## config.mk

```make
export PLATFORM = sky130hd
export DESIGN_NAME = blob_frame_motion_matcher_unit
export DESIGN_NICKNAME = d
export VERILOG_FILES = /design/src/hdl/bfmm_pkg.sv /design/src/hdl/blob_frame_motion_matcher_unit.sv /design/src/hdl/bfmm_store.sv /design/src/hdl/bfmm_sq_acc.sv
export SDC_FILE = /design/constraint.sdc
export NUM_CORES = 1
export LEC_CHECK = 0
export ABC_AREA = 1
export BUFFER_PORTS_ARGS = -buffer_cell sky130_fd_sc_hd__buf_2
export CORE_MARGIN = 2
export CORE_UTILIZATION = 25
export CTS_CLUSTER_DIAMETER = 200
export DETAILED_ROUTE_END_ITERATION = 8
export GPL_TIMING_DRIVEN = 1
export MAX_ROUTING_LAYER = met4
export PLACE_DENSITY = 0.38
export SLEW_MARGIN = 20
export SYNTH_ARGS = -nofsm -noshare
export SYNTH_HDL_FRONTEND = slang
export SYNTH_SLANG_ARGS = --single-unit
```

## constraint.sdc

```tcl
create_clock -name i_clk -period 7.4 [get_ports i_clk]
set_input_delay 1.11 -clock i_clk [delete_from_list [all_inputs] [get_ports i_clk]]
set_output_delay 1.11 -clock i_clk [all_outputs]
set_load 0.01 [all_outputs]
```

## src/hdl/bfmm_pkg.sv

```systemverilog
`timescale 1ns / 1ps
package bfmm_pkg;

    // Store capacity and the widths that follow from it.
    localparam int unsigned MAX_BLOBS = 8;
    localparam int unsigned CNT_W     = $clog2(MAX_BLOBS + 1);
    localparam int unsigned IDX_W     = (MAX_BLOBS > 1) ? $clog2(MAX_BLOBS) : 1;

    // Field widths.
    localparam int unsigned COORD_W = 11;
    localparam int unsigned COLOR_W = 4;
    localparam int unsigned DIST_W  = 8;
    localparam int unsigned SQ_W    = 2 * COORD_W;
    localparam int unsigned SUM_W   = SQ_W + 1;
    localparam int unsigned THR_W   = 2 * (DIST_W + 1) - 1;

    // Configuration registers.
    localparam int unsigned PADDR_W = 3;
    localparam logic [0:0] REG_MAX_MATCH  = 1'b0;
    localparam logic [0:0] REG_MIN_MOTION = 1'b1;
    localparam logic [DIST_W-1:0] MAX_MATCH_RESET  = 8'd10;
    localparam logic [DIST_W-1:0] MIN_MOTION_RESET = 8'd1;

    typedef struct packed {
        logic               has_blob;
        logic [COORD_W-1:0] blob_x;
        logic [COORD_W-1:0] blob_y;
        logic [COLOR_W-1:0] blob_color;
        logic               frame_last;
    } t_in_beat;

    typedef struct packed {
        logic               is_motion;
        logic [COORD_W-1:0] from_x;
        logic [COORD_W-1:0] from_y;
        logic [COORD_W-1:0] to_x;
        logic [COORD_W-1:0] to_y;
        logic               overflow;
        logic               last_of_frame;
    } t_out_beat;

    typedef struct packed {
        logic [COLOR_W-1:0] color;
        logic [COORD_W-1:0] y;
        logic [COORD_W-1:0] x;
    } t_blob;

    typedef struct packed {
        logic             wr_en;
        logic [IDX_W-1:0] wr_idx;
        logic             bank_sel;
        logic [IDX_W-1:0] prev_idx;
        logic [IDX_W-1:0] cur_idx;
    } t_store_ctl;

    typedef struct packed {
        logic en;
        logic acc;
    } t_mac_ctl;

    typedef enum logic [3:0] {
        S_IDLE,
        S_THR_MAX,
        S_THR_MIN,
        S_START,
        S_SCAN,
        S_READ,
        S_SQY,
        S_CHECK,
        S_FINISH
    } t_state;

endpackage

```

## src/hdl/blob_frame_motion_matcher_unit.sv

```systemverilog
`timescale 1ns / 1ps
// Blob frame motion matcher.
// Input channel (i_in_valid / o_in_ready / i_in_data): one blob or a bare
// frame end per beat. A beat without frame_last is accepted whenever idle.
// A beat with frame_last starts the matching pass, and o_in_ready stays low
// until the pass has handed its last result to the output register.
// The pass squares both thresholds plus one on the shared squarer, then visits
// each pair of a previous and a current blob: scan and read when the colors
// differ, scan, read, add dy squared and check when they agree, with one wrap
// scan per previous blob, then a final scan and a closing state.
// The squared distance is compared with these squares, which gives the same
// answer as comparing its truncated root with the thresholds. Output channel
// (o_out_valid / i_out_ready / o_out_data): one beat per motion, or one end
// marker; the final beat of a frame has last_of_frame set. One record is held
// back so that the final one can be marked; a stalled receiver holds the pass
// in place without losing anything. Configuration goes over the APB port
// (register 0 at 0x0, register 1 at 0x4), written by the user only while idle;
// the block itself does not enforce this. Reset empties both frames, clears
// the overflow flag and the output, and restores the thresholds to 10 and 1.
module blob_frame_motion_matcher_unit (
    input  logic                          i_clk,
    input  logic                          i_rst_n,
    input  logic                          i_in_valid,
    output logic                          o_in_ready,
    input  bfmm_pkg::t_in_beat            i_in_data,
    output logic                          o_out_valid,
    input  logic                          i_out_ready,
    output bfmm_pkg::t_out_beat           o_out_data,
    input  logic                          psel,
    input  logic                          penable,
    input  logic                          pwrite,
    input  logic [bfmm_pkg::PADDR_W-1:0]  paddr,
    input  logic [31:0]                   pwdata,
    output logic [31:0]                   prdata,
    output logic                          pready
);
    import bfmm_pkg::*;

    t_state r_state;
    t_state n_state;

    logic [DIST_W-1:0] r_max;
    logic [DIST_W-1:0] r_min;
    logic [THR_W-1:0]  r_thr_max;
    logic [THR_W-1:0]  r_thr_min;
    logic [CNT_W-1:0]  r_cur_count;
    logic [CNT_W-1:0]  r_prev_count;
    logic [CNT_W-1:0]  r_i;
    logic [CNT_W-1:0]  r_j;
    logic              r_ovf;
    logic              r_bank_sel;
    logic              r_pend_valid;
    t_out_beat         r_pend;
    logic              r_out_valid;
    t_out_beat         r_out_data;
    t_out_beat         n_out_data;

    t_store_ctl         store_ctl;
    t_blob              wr_blob;
    t_blob              prev_blob;
    t_blob              cur_blob;
    t_mac_ctl           mac_ctl;
    logic [COORD_W-1:0] mac_operand;
    logic [SUM_W-1:0]   mac_sum;

    logic               in_fire;
    logic               cfg_wr;
    logic               store_wr;
    logic               out_free;
    logic [COORD_W-1:0] dx;
    logic [COORD_W-1:0] dy;
    logic               color_eq;
    logic               motion;
    logic               chk_go;
    logic               scan_done;
    logic               scan_wrap;

    // Strobes from the sequencer.
    logic cap_thr_max;
    logic cap_thr_min;
    logic do_wrap;
    logic adv_j;
    logic load_pend;
    logic push_mid;
    logic finish_go;

    // Handshakes.
    assign in_fire    = i_in_valid && o_in_ready;
    assign o_in_ready = (r_state == S_IDLE);
    assign cfg_wr     = psel && penable && pwrite && pready;
    assign pready     = 1'b1;
    assign out_free   = !r_out_valid || i_out_ready;
    assign store_wr   = in_fire && i_in_data.has_blob && (r_cur_count < CNT_W'(MAX_BLOBS));

    // Register read back.
    always_comb begin
        unique case (paddr[2])
            REG_MAX_MATCH:  prdata = {24'd0, r_max};
            REG_MIN_MOTION: prdata = {24'd0, r_min};
            default:        prdata = 32'd0;
        endcase
    end

    // Blob store.
    assign wr_blob.color       = i_in_data.blob_color;
    assign wr_blob.y           = i_in_data.blob_y;
    assign wr_blob.x           = i_in_data.blob_x;
    assign store_ctl.wr_en     = store_wr;
    assign store_ctl.wr_idx    = r_cur_count[IDX_W-1:0];
    assign store_ctl.bank_sel  = r_bank_sel;
    assign store_ctl.prev_idx  = r_i[IDX_W-1:0];
    assign store_ctl.cur_idx   = r_j[IDX_W-1:0];

    bfmm_store u_store (
        .i_clk       (i_clk),
        .i_ctl       (store_ctl),
        .i_wr_blob   (wr_blob),
        .o_prev_blob (prev_blob),
        .o_cur_blob  (cur_blob)
    );

    bfmm_sq_acc u_sq_acc (
        .i_clk     (i_clk),
        .i_ctl     (mac_ctl),
        .i_operand (mac_operand),
        .o_sum     (mac_sum)
    );

    // Pair evaluation on the registered store outputs.
    assign dx = (prev_blob.x > cur_blob.x) ? (prev_blob.x - cur_blob.x)
                                           : (cur_blob.x - prev_blob.x);
    assign dy = (prev_blob.y > cur_blob.y) ? (prev_blob.y - cur_blob.y)
                                           : (cur_blob.y - prev_blob.y);
    assign color_eq  = (prev_blob.color == cur_blob.color);
    assign motion    = (mac_sum < SUM_W'(r_thr_max)) && (mac_sum >= SUM_W'(r_thr_min));
    assign chk_go    = !motion || !r_pend_valid || out_free;
    assign scan_done = (r_i >= r_prev_count);
    assign scan_wrap = (r_j >= r_cur_count);

    // Next state.
    always_comb begin
        n_state = r_state;
        unique case (r_state)
            S_IDLE: begin
                if (in_fire && i_in_data.frame_last) begin
                    n_state = S_THR_MAX;
                end
            end
            S_THR_MAX: n_state = S_THR_MIN;
            S_THR_MIN: n_state = S_START;
            S_START:   n_state = S_SCAN;
            S_SCAN: begin
                if (scan_done) begin
                    n_state = S_FINISH;
                end else if (!scan_wrap) begin
                    n_state = S_READ;
                end
            end
            S_READ:    n_state = color_eq ? S_SQY : S_SCAN;
            S_SQY:     n_state = S_CHECK;
            S_CHECK: begin
                if (chk_go) begin
                    n_state = S_SCAN;
                end
            end
            S_FINISH: begin
                if (out_free) begin
                    n_state = S_IDLE;
                end
            end
            default:   n_state = S_IDLE;
        endcase
    end

    // Sequencer outputs.
    always_comb begin
        mac_ctl     = '0;
        mac_operand = dx;
        cap_thr_max = 1'b0;
        cap_thr_min = 1'b0;
        do_wrap     = 1'b0;
        adv_j       = 1'b0;
        load_pend   = 1'b0;
        push_mid    = 1'b0;
        finish_go   = 1'b0;
        unique case (r_state)
            S_IDLE: begin
            end
            S_THR_MAX: begin
                mac_ctl.en  = 1'b1;
                mac_operand = COORD_W'(r_max) + COORD_W'(1);
            end
            S_THR_MIN: begin
                mac_ctl.en  = 1'b1;
                mac_operand = COORD_W'(r_min) + COORD_W'(1);
                cap_thr_max = 1'b1;
            end
            S_START: begin
                cap_thr_min = 1'b1;
            end
            S_SCAN: begin
                do_wrap = !scan_done && scan_wrap;
            end
            S_READ: begin
                mac_ctl.en  = color_eq;
                mac_operand = dx;
                adv_j       = !color_eq;
            end
            S_SQY: begin
                mac_ctl.en  = 1'b1;
                mac_ctl.acc = 1'b1;
                mac_operand = dy;
            end
            S_CHECK: begin
                adv_j     = chk_go;
                load_pend = chk_go && motion;
                push_mid  = chk_go && motion && r_pend_valid;
            end
            S_FINISH: begin
                finish_go = out_free;
            end
            default: begin
            end
        endcase
    end

    // Output beat selection.
    always_comb begin
        n_out_data = r_pend;
        if (finish_go) begin
            if (r_pend_valid) begin
                n_out_data.last_of_frame = 1'b1;
            end else begin
                n_out_data               = '0;
                n_out_data.overflow      = r_ovf;
                n_out_data.last_of_frame = 1'b1;
            end
        end
    end

    // Control state.
    always_ff @(posedge i_clk) begin
        if (!i_rst_n) begin
            r_state      <= S_IDLE;
            r_max        <= MAX_MATCH_RESET;
            r_min        <= MIN_MOTION_RESET;
            r_cur_count  <= '0;
            r_prev_count <= '0;
            r_i          <= '0;
            r_j          <= '0;
            r_ovf        <= 1'b0;
            r_bank_sel   <= 1'b0;
            r_pend_valid <= 1'b0;
            r_out_valid  <= 1'b0;
        end else begin
            r_state <= n_state;
            if (cfg_wr && (paddr[2] == REG_MAX_MATCH)) begin
                r_max <= pwdata[DIST_W-1:0];
            end
            if (cfg_wr && (paddr[2] == REG_MIN_MOTION)) begin
                r_min <= pwdata[DIST_W-1:0];
            end
            if (store_wr) begin
                r_cur_count <= r_cur_count + CNT_W'(1);
            end
            if (in_fire && i_in_data.has_blob && !store_wr) begin
                r_ovf <= 1'b1;
            end
            if (cap_thr_min) begin
                r_i <= '0;
                r_j <= '0;
            end
            if (do_wrap) begin
                r_i <= r_i + CNT_W'(1);
                r_j <= '0;
            end
            if (adv_j) begin
                r_j <= r_j + CNT_W'(1);
            end
            if (load_pend) begin
                r_pend_valid <= 1'b1;
            end
            if (r_out_valid && i_out_ready) begin
                r_out_valid <= 1'b0;
            end
            if (push_mid || finish_go) begin
                r_out_valid <= 1'b1;
            end
            if (finish_go) begin
                r_pend_valid <= 1'b0;
                r_bank_sel   <= !r_bank_sel;
                r_prev_count <= r_cur_count;
                r_cur_count  <= '0;
                r_ovf        <= 1'b0;
            end
        end
    end

    // Payload registers.
    always_ff @(posedge i_clk) begin
        if (cap_thr_max) begin
            r_thr_max <= mac_sum[THR_W-1:0];
        end
        if (cap_thr_min) begin
            r_thr_min <= mac_sum[THR_W-1:0];
        end
        if (load_pend) begin
            r_pend.is_motion     <= 1'b1;
            r_pend.from_x        <= prev_blob.x;
            r_pend.from_y        <= prev_blob.y;
            r_pend.to_x          <= cur_blob.x;
            r_pend.to_y          <= cur_blob.y;
            r_pend.overflow      <= r_ovf;
            r_pend.last_of_frame <= 1'b0;
        end
        if (push_mid || finish_go) begin
            r_out_data <= n_out_data;
        end
    end

    assign o_out_valid = r_out_valid;
    assign o_out_data  = r_out_data;

`ifndef ASSERT_OFF
    // A held-back record never outlives its frame.
    a_idle_no_pend: assert property (@(posedge i_clk) disable iff (!i_rst_n)
        o_in_ready |-> !r_pend_valid)
        else $error("pending record while accepting input");

    // The closing cycle always empties the held-back record.
    a_finish_clears: assert property (@(posedge i_clk) disable iff (!i_rst_n)
        finish_go |=> !r_pend_valid && o_out_valid && o_out_data.last_of_frame)
        else $error("frame close did not deliver a final beat");

    // An end marker is always the final beat of its frame.
    a_marker_last: assert property (@(posedge i_clk) disable iff (!i_rst_n)
        (o_out_valid && !o_out_data.is_motion) |-> o_out_data.last_of_frame)
        else $error("end marker without last_of_frame");

    // Pairs are only read inside both fill counts.
    a_pair_in_range: assert property (@(posedge i_clk) disable iff (!i_rst_n)
        (r_state == S_READ) |-> ((r_i < r_prev_count) && (r_j < r_cur_count)))
        else $error("pair index beyond stored blobs");

    // The store never counts past its capacity.
    a_count_bound: assert property (@(posedge i_clk) disable iff (!i_rst_n)
        (r_cur_count <= CNT_W'(MAX_BLOBS)) && (r_prev_count <= CNT_W'(MAX_BLOBS)))
        else $error("blob count beyond capacity");
`endif

endmodule

```

## src/hdl/bfmm_store.sv

```systemverilog
`timescale 1ns / 1ps
module bfmm_store (
    input  logic                i_clk,
    input  bfmm_pkg::t_store_ctl i_ctl,
    input  bfmm_pkg::t_blob     i_wr_blob,
    output bfmm_pkg::t_blob     o_prev_blob,
    output bfmm_pkg::t_blob     o_cur_blob
);
    import bfmm_pkg::*;

    // Two banks; bank_sel names the one that collects the current frame.
    t_blob r_bank0 [MAX_BLOBS];
    t_blob r_bank1 [MAX_BLOBS];
    t_blob r_prev_q;
    t_blob r_cur_q;

    logic [IDX_W-1:0] rd_addr0;
    logic [IDX_W-1:0] rd_addr1;
    t_blob            rd0;
    t_blob            rd1;

    // Each bank is read at one address: the previous index or the current one.
    assign rd_addr0 = i_ctl.bank_sel ? i_ctl.prev_idx : i_ctl.cur_idx;
    assign rd_addr1 = i_ctl.bank_sel ? i_ctl.cur_idx  : i_ctl.prev_idx;
    assign rd0      = r_bank0[rd_addr0];
    assign rd1      = r_bank1[rd_addr1];

    // Writes go to the current bank only.
    always_ff @(posedge i_clk) begin
        if (i_ctl.wr_en && !i_ctl.bank_sel) begin
            r_bank0[i_ctl.wr_idx] <= i_wr_blob;
        end
        if (i_ctl.wr_en && i_ctl.bank_sel) begin
            r_bank1[i_ctl.wr_idx] <= i_wr_blob;
        end
    end

    // Registered read data.
    always_ff @(posedge i_clk) begin
        r_prev_q <= i_ctl.bank_sel ? rd0 : rd1;
        r_cur_q  <= i_ctl.bank_sel ? rd1 : rd0;
    end

    assign o_prev_blob = r_prev_q;
    assign o_cur_blob  = r_cur_q;

endmodule

```

## src/hdl/bfmm_sq_acc.sv

```systemverilog
`timescale 1ns / 1ps
module bfmm_sq_acc (
    input  logic                          i_clk,
    input  bfmm_pkg::t_mac_ctl            i_ctl,
    input  logic [bfmm_pkg::COORD_W-1:0]  i_operand,
    output logic [bfmm_pkg::SUM_W-1:0]    o_sum
);
    import bfmm_pkg::*;

    logic [SQ_W-1:0]  sq;
    logic [SUM_W-1:0] r_sum;
    logic [SUM_W-1:0] n_sum;

    // Shared squarer with an optional accumulate of the previous result.
    assign sq    = i_operand * i_operand;
    assign n_sum = i_ctl.acc ? (r_sum + SUM_W'(sq)) : SUM_W'(sq);

    always_ff @(posedge i_clk) begin
        if (i_ctl.en) begin
            r_sum <= n_sum;
        end
    end

    assign o_sum = r_sum;

endmodule
```

# Word-level counts from Yosys, hierarchy flattened
# Memories as Yosys holds them, arrays and structs flattened.
# Cells that the tools add are included.
# W data, S select, Z words.
# classes
bitwise_logic,2
add_sub_neg,10
eq_ne,13
n_mul,1
magnitude_cmp,7
mux,37
reduce_logical,34
# op_table
cell,n
$mux W46,2
$pmux W32 S2,1
$mux W26,2
$sub A11 B11 Y11,4
$mux W4,9
$pmux W4 S9,1
$pmux W11 S3,1
$add A23 B22 Y23,1
$ge A23 B17 Y1,1
$lt A23 B17 Y1,1
$gt A11 B11 Y1,2
$mul A11 B11 Y22,1
$mux W11,2
$mux W22,1
$add A8 B1 Y9 const B,2
$eq A4 B3 Y1 const B,4
$logic_and A1 B1 Y1,16
$mux W1,13
$add A4 B1 Y4 const B,3
$eq A4 B2 Y1 const B,2
$ge A4 B4 Y1,2
$logic_not A1 Y1,7
$mux W3,2
$eq A4 B1 Y1 const B,1
16 further kinds,23
# word_totals
memories,2
output_inout_bits,82
wordCells,139
regBits,241
ramBits,416
input_bits,70
# mem_list
memory,words,width,read_ports,rd_ports_with_merged_regs,write_ports,line,source
u_store.r_bank0,8,26,1,0,1,bfmm_store.sv:12,t_blob r_bank0 [MAX_BLOBS];
u_store.r_bank1,8,26,1,0,1,bfmm_store.sv:13,t_blob r_bank1 [MAX_BLOBS];

# Longest topological paths before layout
# logic_depth
word_depth,10
depth_mapped,49
depth_no_buf,48

# By module
# From an unflattened synthesis, not the netlist that was laid out.
# hier_totals
cells_unflattened,3953
area_unflattened_um2,36221.0
# by_module_without_submodules
module,cells_per_inst,area_each_um2,seq_area_each_um2,instances
bfmm_store,1932,20201.9,13533.0,1
blob_frame_motion_matcher_unit,1134,9964.6,4584.4,1
bfmm_sq_acc,887,6054.6,690.7,1

# Least setup slack after synthesis
# No wires, ideal clock.
# synth_timing
path_kind,reg2reg
from,register r_state[1]
to,"register u_sq_acc.r_sum[19], in the netlist u_sq_acc.o_sum[19], data pin"
n_path_buf,0
arrival_ps,7329
setup_time_ps,270
required_ps,7130
stages_incl_launch_ff,40
period_less_slack_ps,7598
slack_ps,-198
path_cell_list,dfxtp_1 > inv_2 > nor2_4 > nand2_4 > inv_1 > nand2_1 > nand2_1 > ha_1 > nand4_1 > o21ai_0 > nand3_1 > nand3_1 > nand2_2 > inv_2 > nand2_1 > fa_1 > inv_1 > fa_1 > (+4 left out) > inv_1 > fa_1 > inv_1 > ha_1 > a21o_1 > a31oi_1 > o21ai_0 > a21boi_1 > o21ai_0 > xor2_1 > ha_1 > nand2_1 > nor2_1 > a211oi_1 > nand3_1 > or2_2 > nand3_1 > o21ai_0
# synth_between
elab_chain_len,5
elab_cells_between_ends,8
cone_classes,1 x add/sub; 1 x mul; 3 x eq/ne; 3 x mux
# synth_lines
item,line,source
from (decl),blob_frame_motion_matcher_unit.sv:39,t_state r_state;
from (signal assigned),blob_frame_motion_matcher_unit.sv:256,r_state <= n_state;
$eq A4 B3 Y1 (tied with other cells),blob_frame_motion_matcher_unit.sv:186,unique case (r_state)
$pmux W11 S3,blob_frame_motion_matcher_unit.sv:186,
$mul A11 B11 Y22,bfmm_sq_acc.sv:15,assign sq = i_operand * i_operand;
$add A23 B22 Y23,bfmm_sq_acc.sv:16,assign n_sum = i_ctl.acc ? (r_sum + SUM_W'(sq)) : SUM_W'(sq);
$mux W22 (*),bfmm_sq_acc.sv:16,
net u_sq_acc.n_sum[19],bfmm_sq_acc.sv:12,logic [SUM_W-1:0] n_sum;
to (signal assigned),bfmm_sq_acc.sv:20,r_sum <= n_sum;
to (decl),bfmm_sq_acc.sv:11,logic [SUM_W-1:0] r_sum;
# Mark *: on every way through the listed nets, which the timed path passes. The rest lies on a longest branch.
# A chain may end at the register's enable or synchronous reset.

# Final worst setup path
# layout_timing
from,"register u_store.r_cur_q, in the netlist u_store.o_cur_blob[0]"
to,"register u_sq_acc.r_sum[21], in the netlist u_sq_acc.o_sum[21], data pin"
# layout_between
elab_chain_len,6
elab_cells_between_ends,8
cone_classes,3 x add/sub; 1 x mul; 1 x order compare; 3 x mux
# layout_lines
item,line,source
from (decl),bfmm_store.sv:15,t_blob r_cur_q;
from (signal assigned),bfmm_store.sv:41,r_cur_q <= i_ctl.bank_sel ? rd1 : rd0;
$sub A11 B11 Y11 (tied with other cells),blob_frame_motion_matcher_unit.sv:131,: (cur_blob.x - prev_blob.x);
$mux W11 (*),blob_frame_motion_matcher_unit.sv:130,assign dx = (prev_blob.x > cur_blob.x) ? (prev_blob.x - cur_blob.x)
$pmux W11 S3 (*),blob_frame_motion_matcher_unit.sv:186,
$mul A11 B11 Y22 (*),bfmm_sq_acc.sv:15,
$add A23 B22 Y23,bfmm_sq_acc.sv:16,
$mux W22 (*),bfmm_sq_acc.sv:16,
net u_sq_acc.n_sum[21],bfmm_sq_acc.sv:12,
# Marked as above.

==> impl_metrics.toml <==
[grt]
grt_pass1_vias = 24342
grt_pass1_wl_um = 152000
antenna_found_initial = 16
grt_overflow_total = 0
grt_max_degree = 73
track_usage_pct = 15.3

[sta]
setup_viol = 9
maxSlewViolCount = 0
finalCritPeriodShare_pct = 103
slew_headroom_pct = 30.8
max_freq_mhz = 131
grt_setup_unrepaired = "true"
whs_ns = 0.472
period_needed_ns = 7.63
setup_ws_ns = -0.230
clock_skew_ns = 0.0519
hold_viol = 0
tightest_slew_ns = 1.03

[logic_synthesis]
synth_ff_type = "edfxtp_1"
synthTopCellsByArea = "edfxtp_1 (51%), ha_1 (6.1%), nand2_1 (5.6%)"
yosys_warnings = 0
synth.distinct_cells = 54
synth_top_cell_area_share_pct = 50.9
synth_top_area_cell = "edfxtp_1"
syn_area_per_cell_um2 = 10.2
ys_ff_latch = 657
synthCells = 3276
yosysSeqAreaShare_pct = 56.4
ys_async_sr_fraction_pct = 0
synth-edff-count = 565
netlist_area_um2 = 33300

[min_path]
worstHoldStart = "r_prev_count[2]$_SDFFE_PN0P_"
min_to = "r_prev_count[2]$_SDFFE_PN0P_"
min_path_cells = 2
hold_path.class = "flop to flop"

[clock_network]
hold_buffers = 0
cts_max_level = 3
cts.sinks = 657
cts_buffers = 81
cts.clk_slew.worst_paths_ns = 0.06
cts-root-buf = "clkbuf_16"
cts_tree = "built"
clock_path_buffers = 3
clk_latency_ns = 0.68

[job]
cap_violations = 0

[status]
failed_checks = "setup timing"
status = "finished with violations"

[setup_path]
r2r_cells = 43
crit_fanout = 4
cp-end-kind = "flop"
cp_data_required_time_ns = 7.79
cpMostUsedCell = "nand2_2"
regToRegSetupSlack_ns = -0.23
crit_type = "flop to flop"
slowest_delay_ns = 0.50
cp-start-kind = "flop"
arrival_ns = 8.02
reg2reg_from = "u_store.o_cur_blob[0]$_DFF_P_"
cp_slowest_cell = "fa_1"
r2r-end = "u_sq_acc.o_sum[21]$_DFFE_PP_"

[cells_and_area]
area_delta_synth_final_pct = 30.7
final_common_cell = "edfxtp_1"
final_nets = 4118
final_cell_mix = "edfxtp_1 (565), buf_4 (441), nand2_1 (436)"
utilization_pct = 33.0
layout-drive-gt1-share_pct = 28.0
num_antenna_cells = 0

[place]
place_hpwl_um = 68100
gp_congestion = 0.867
io_buffers = 100

[floorplan]
initial_utilization_pct = 25.3
die_height_um = 369
boundaryPins = 152
die-area_um2 = 136000
core_um2 = 132000
die_width_um = 369
row_count = 133

[routing]
highest_layer = "met4"
m1WireLength_um = 49800
wl_per_cell_um = 18.0
initialDrtViolationCount = 1472
postRouteAntennaNets = 0
routed_wl_um = 101000
met3WireLength_um = 3540
met2WireLength_um = 46200
num_vias = 24480
via_per_inst = 4.34
dr.pass1.iters = 7
post-route-drc-count = 0
==> how the worst max path moves through the flow <==
stage,start,end,slack (ns),cells after the start
after floorplan,u_store.o_prev_blob[18]$_DFF_P_,u_sq_acc.o_sum[19]$_DFFE_PP_,0.01,42
after global placement,u_store.o_cur_blob[16]$_DFF_P_,u_sq_acc.o_sum[22]$_SDFFCE_PN0P_,-0.75,40
after detailed placement,u_store.o_cur_blob[16]$_DFF_P_,u_sq_acc.o_sum[19]$_DFFE_PP_,-0.82,39
after CTS,u_store.o_cur_blob[0]$_DFF_P_,u_sq_acc.o_sum[19]$_DFFE_PP_,-0.29,44
after global routing,u_store.o_prev_blob[0]$_DFF_P_,u_sq_acc.o_sum[19]$_DFFE_PP_,-0.60,44
final,u_store.o_cur_blob[0]$_DFF_P_,u_sq_acc.o_sum[21]$_DFFE_PP_,-0.23,43
==> Yosys cell counts, types with 21 or more instances <==
library cell and instances:
buf_4 28, nand2_1 494, o21a_1 29, ha_1 163, o22ai_1 53, dfxtp_1 92, nand3_1 97, inv_1 399
o21ai_0 367, buf_2 21, fa_1 67, a21oi_1 104, clkbuf_1 79, o221ai_1 52, nand4_1 34, edfxtp_1 565
nor2_1 422, xor2_1 29
==> metal layers <==
layer | global-route usage (%) | vias up
met5 | - | -
met4 | 3.72 | 0
met3 | 1.94 | 125
met2 | 23.9 | 361
met1 | 20.9 | 11781
li1 | - | 12213
==> critical path, delay by kind of cell (launching register included) <==
| family | cells | cell delay [ns] |
|---|---|---|
| compound gates | 8 | 1.47 |
| xor+xnor | 2 | 0.36 |
| fa+ha+maj | 9 | 3.57 |
| buf+inv | 10 | 0.65 |
| flops | 1 | 0.32 |
| simple gates | 14 | 0.98 |
==> flip-flops by register name, indices dropped and copies added, names as in the netlist, 8 cells and up <==
signal               flops
o_out_data              47
r_max                    8
u_store.o_prev_blob     26
r_min                    8
u_store.o_cur_blob      26
u_sq_acc.o_sum          23
u_store.r_bank0        208
u_store.r_bank1        208
r_pend                  45
r_thr_max               17
r_thr_min               17
==> cell families after synthesis <==
family,share of synthesized area (%)
and+or+nand+nor,13.9
AOI/OAI and AO/OA,11.5
DFF,56.4
buffers and inverters,6.84
adders and majority gates,10.1
xor gates and xnor gates,1.24
other,0.0225
==> final cells by class <==
| cell class | instances | area (um^2) |
|---|---|---|
| clock inverters | 45 | 460 |
| well taps | 1755 | 2200 |
| multi-input cells | 2081 | 14000 |
| flip-flops and latches | 657 | 18900 |
| fillers | 13613 | 88400 |
| repair buffers | 572 | 4230 |
| inverters | 425 | 1640 |
| clock buffers | 104 | 2220 |
==> stage by stage <==
step	instances	TNS, ns	cell area, um^2	setup slack [ns]
2_1_floorplan	3299	0	33500	0.0139
3_3_place_gp	5432	-7.75	38800	-0.749
3_5_place_dp	5432	-8.20	38800	-0.822
4_1_cts	5600	-1.93	42500	-0.292
5_1_grt	5639	-5.09	43600	-0.595
6_report	5639	-1.57	43600	-0.230
==> what timing repair did <==
action / CTS / global route
setup buffers: 20 / 41
pin swaps: 92 / 116
cloned: 1 / 0
gates resized for setup: 190 / 211
setup endpoints to repair: 13 / 16
Power is left out: the tool's default activity adds up to more than one toggle a clock period on the data nets, which glitch-free logic cannot reach.
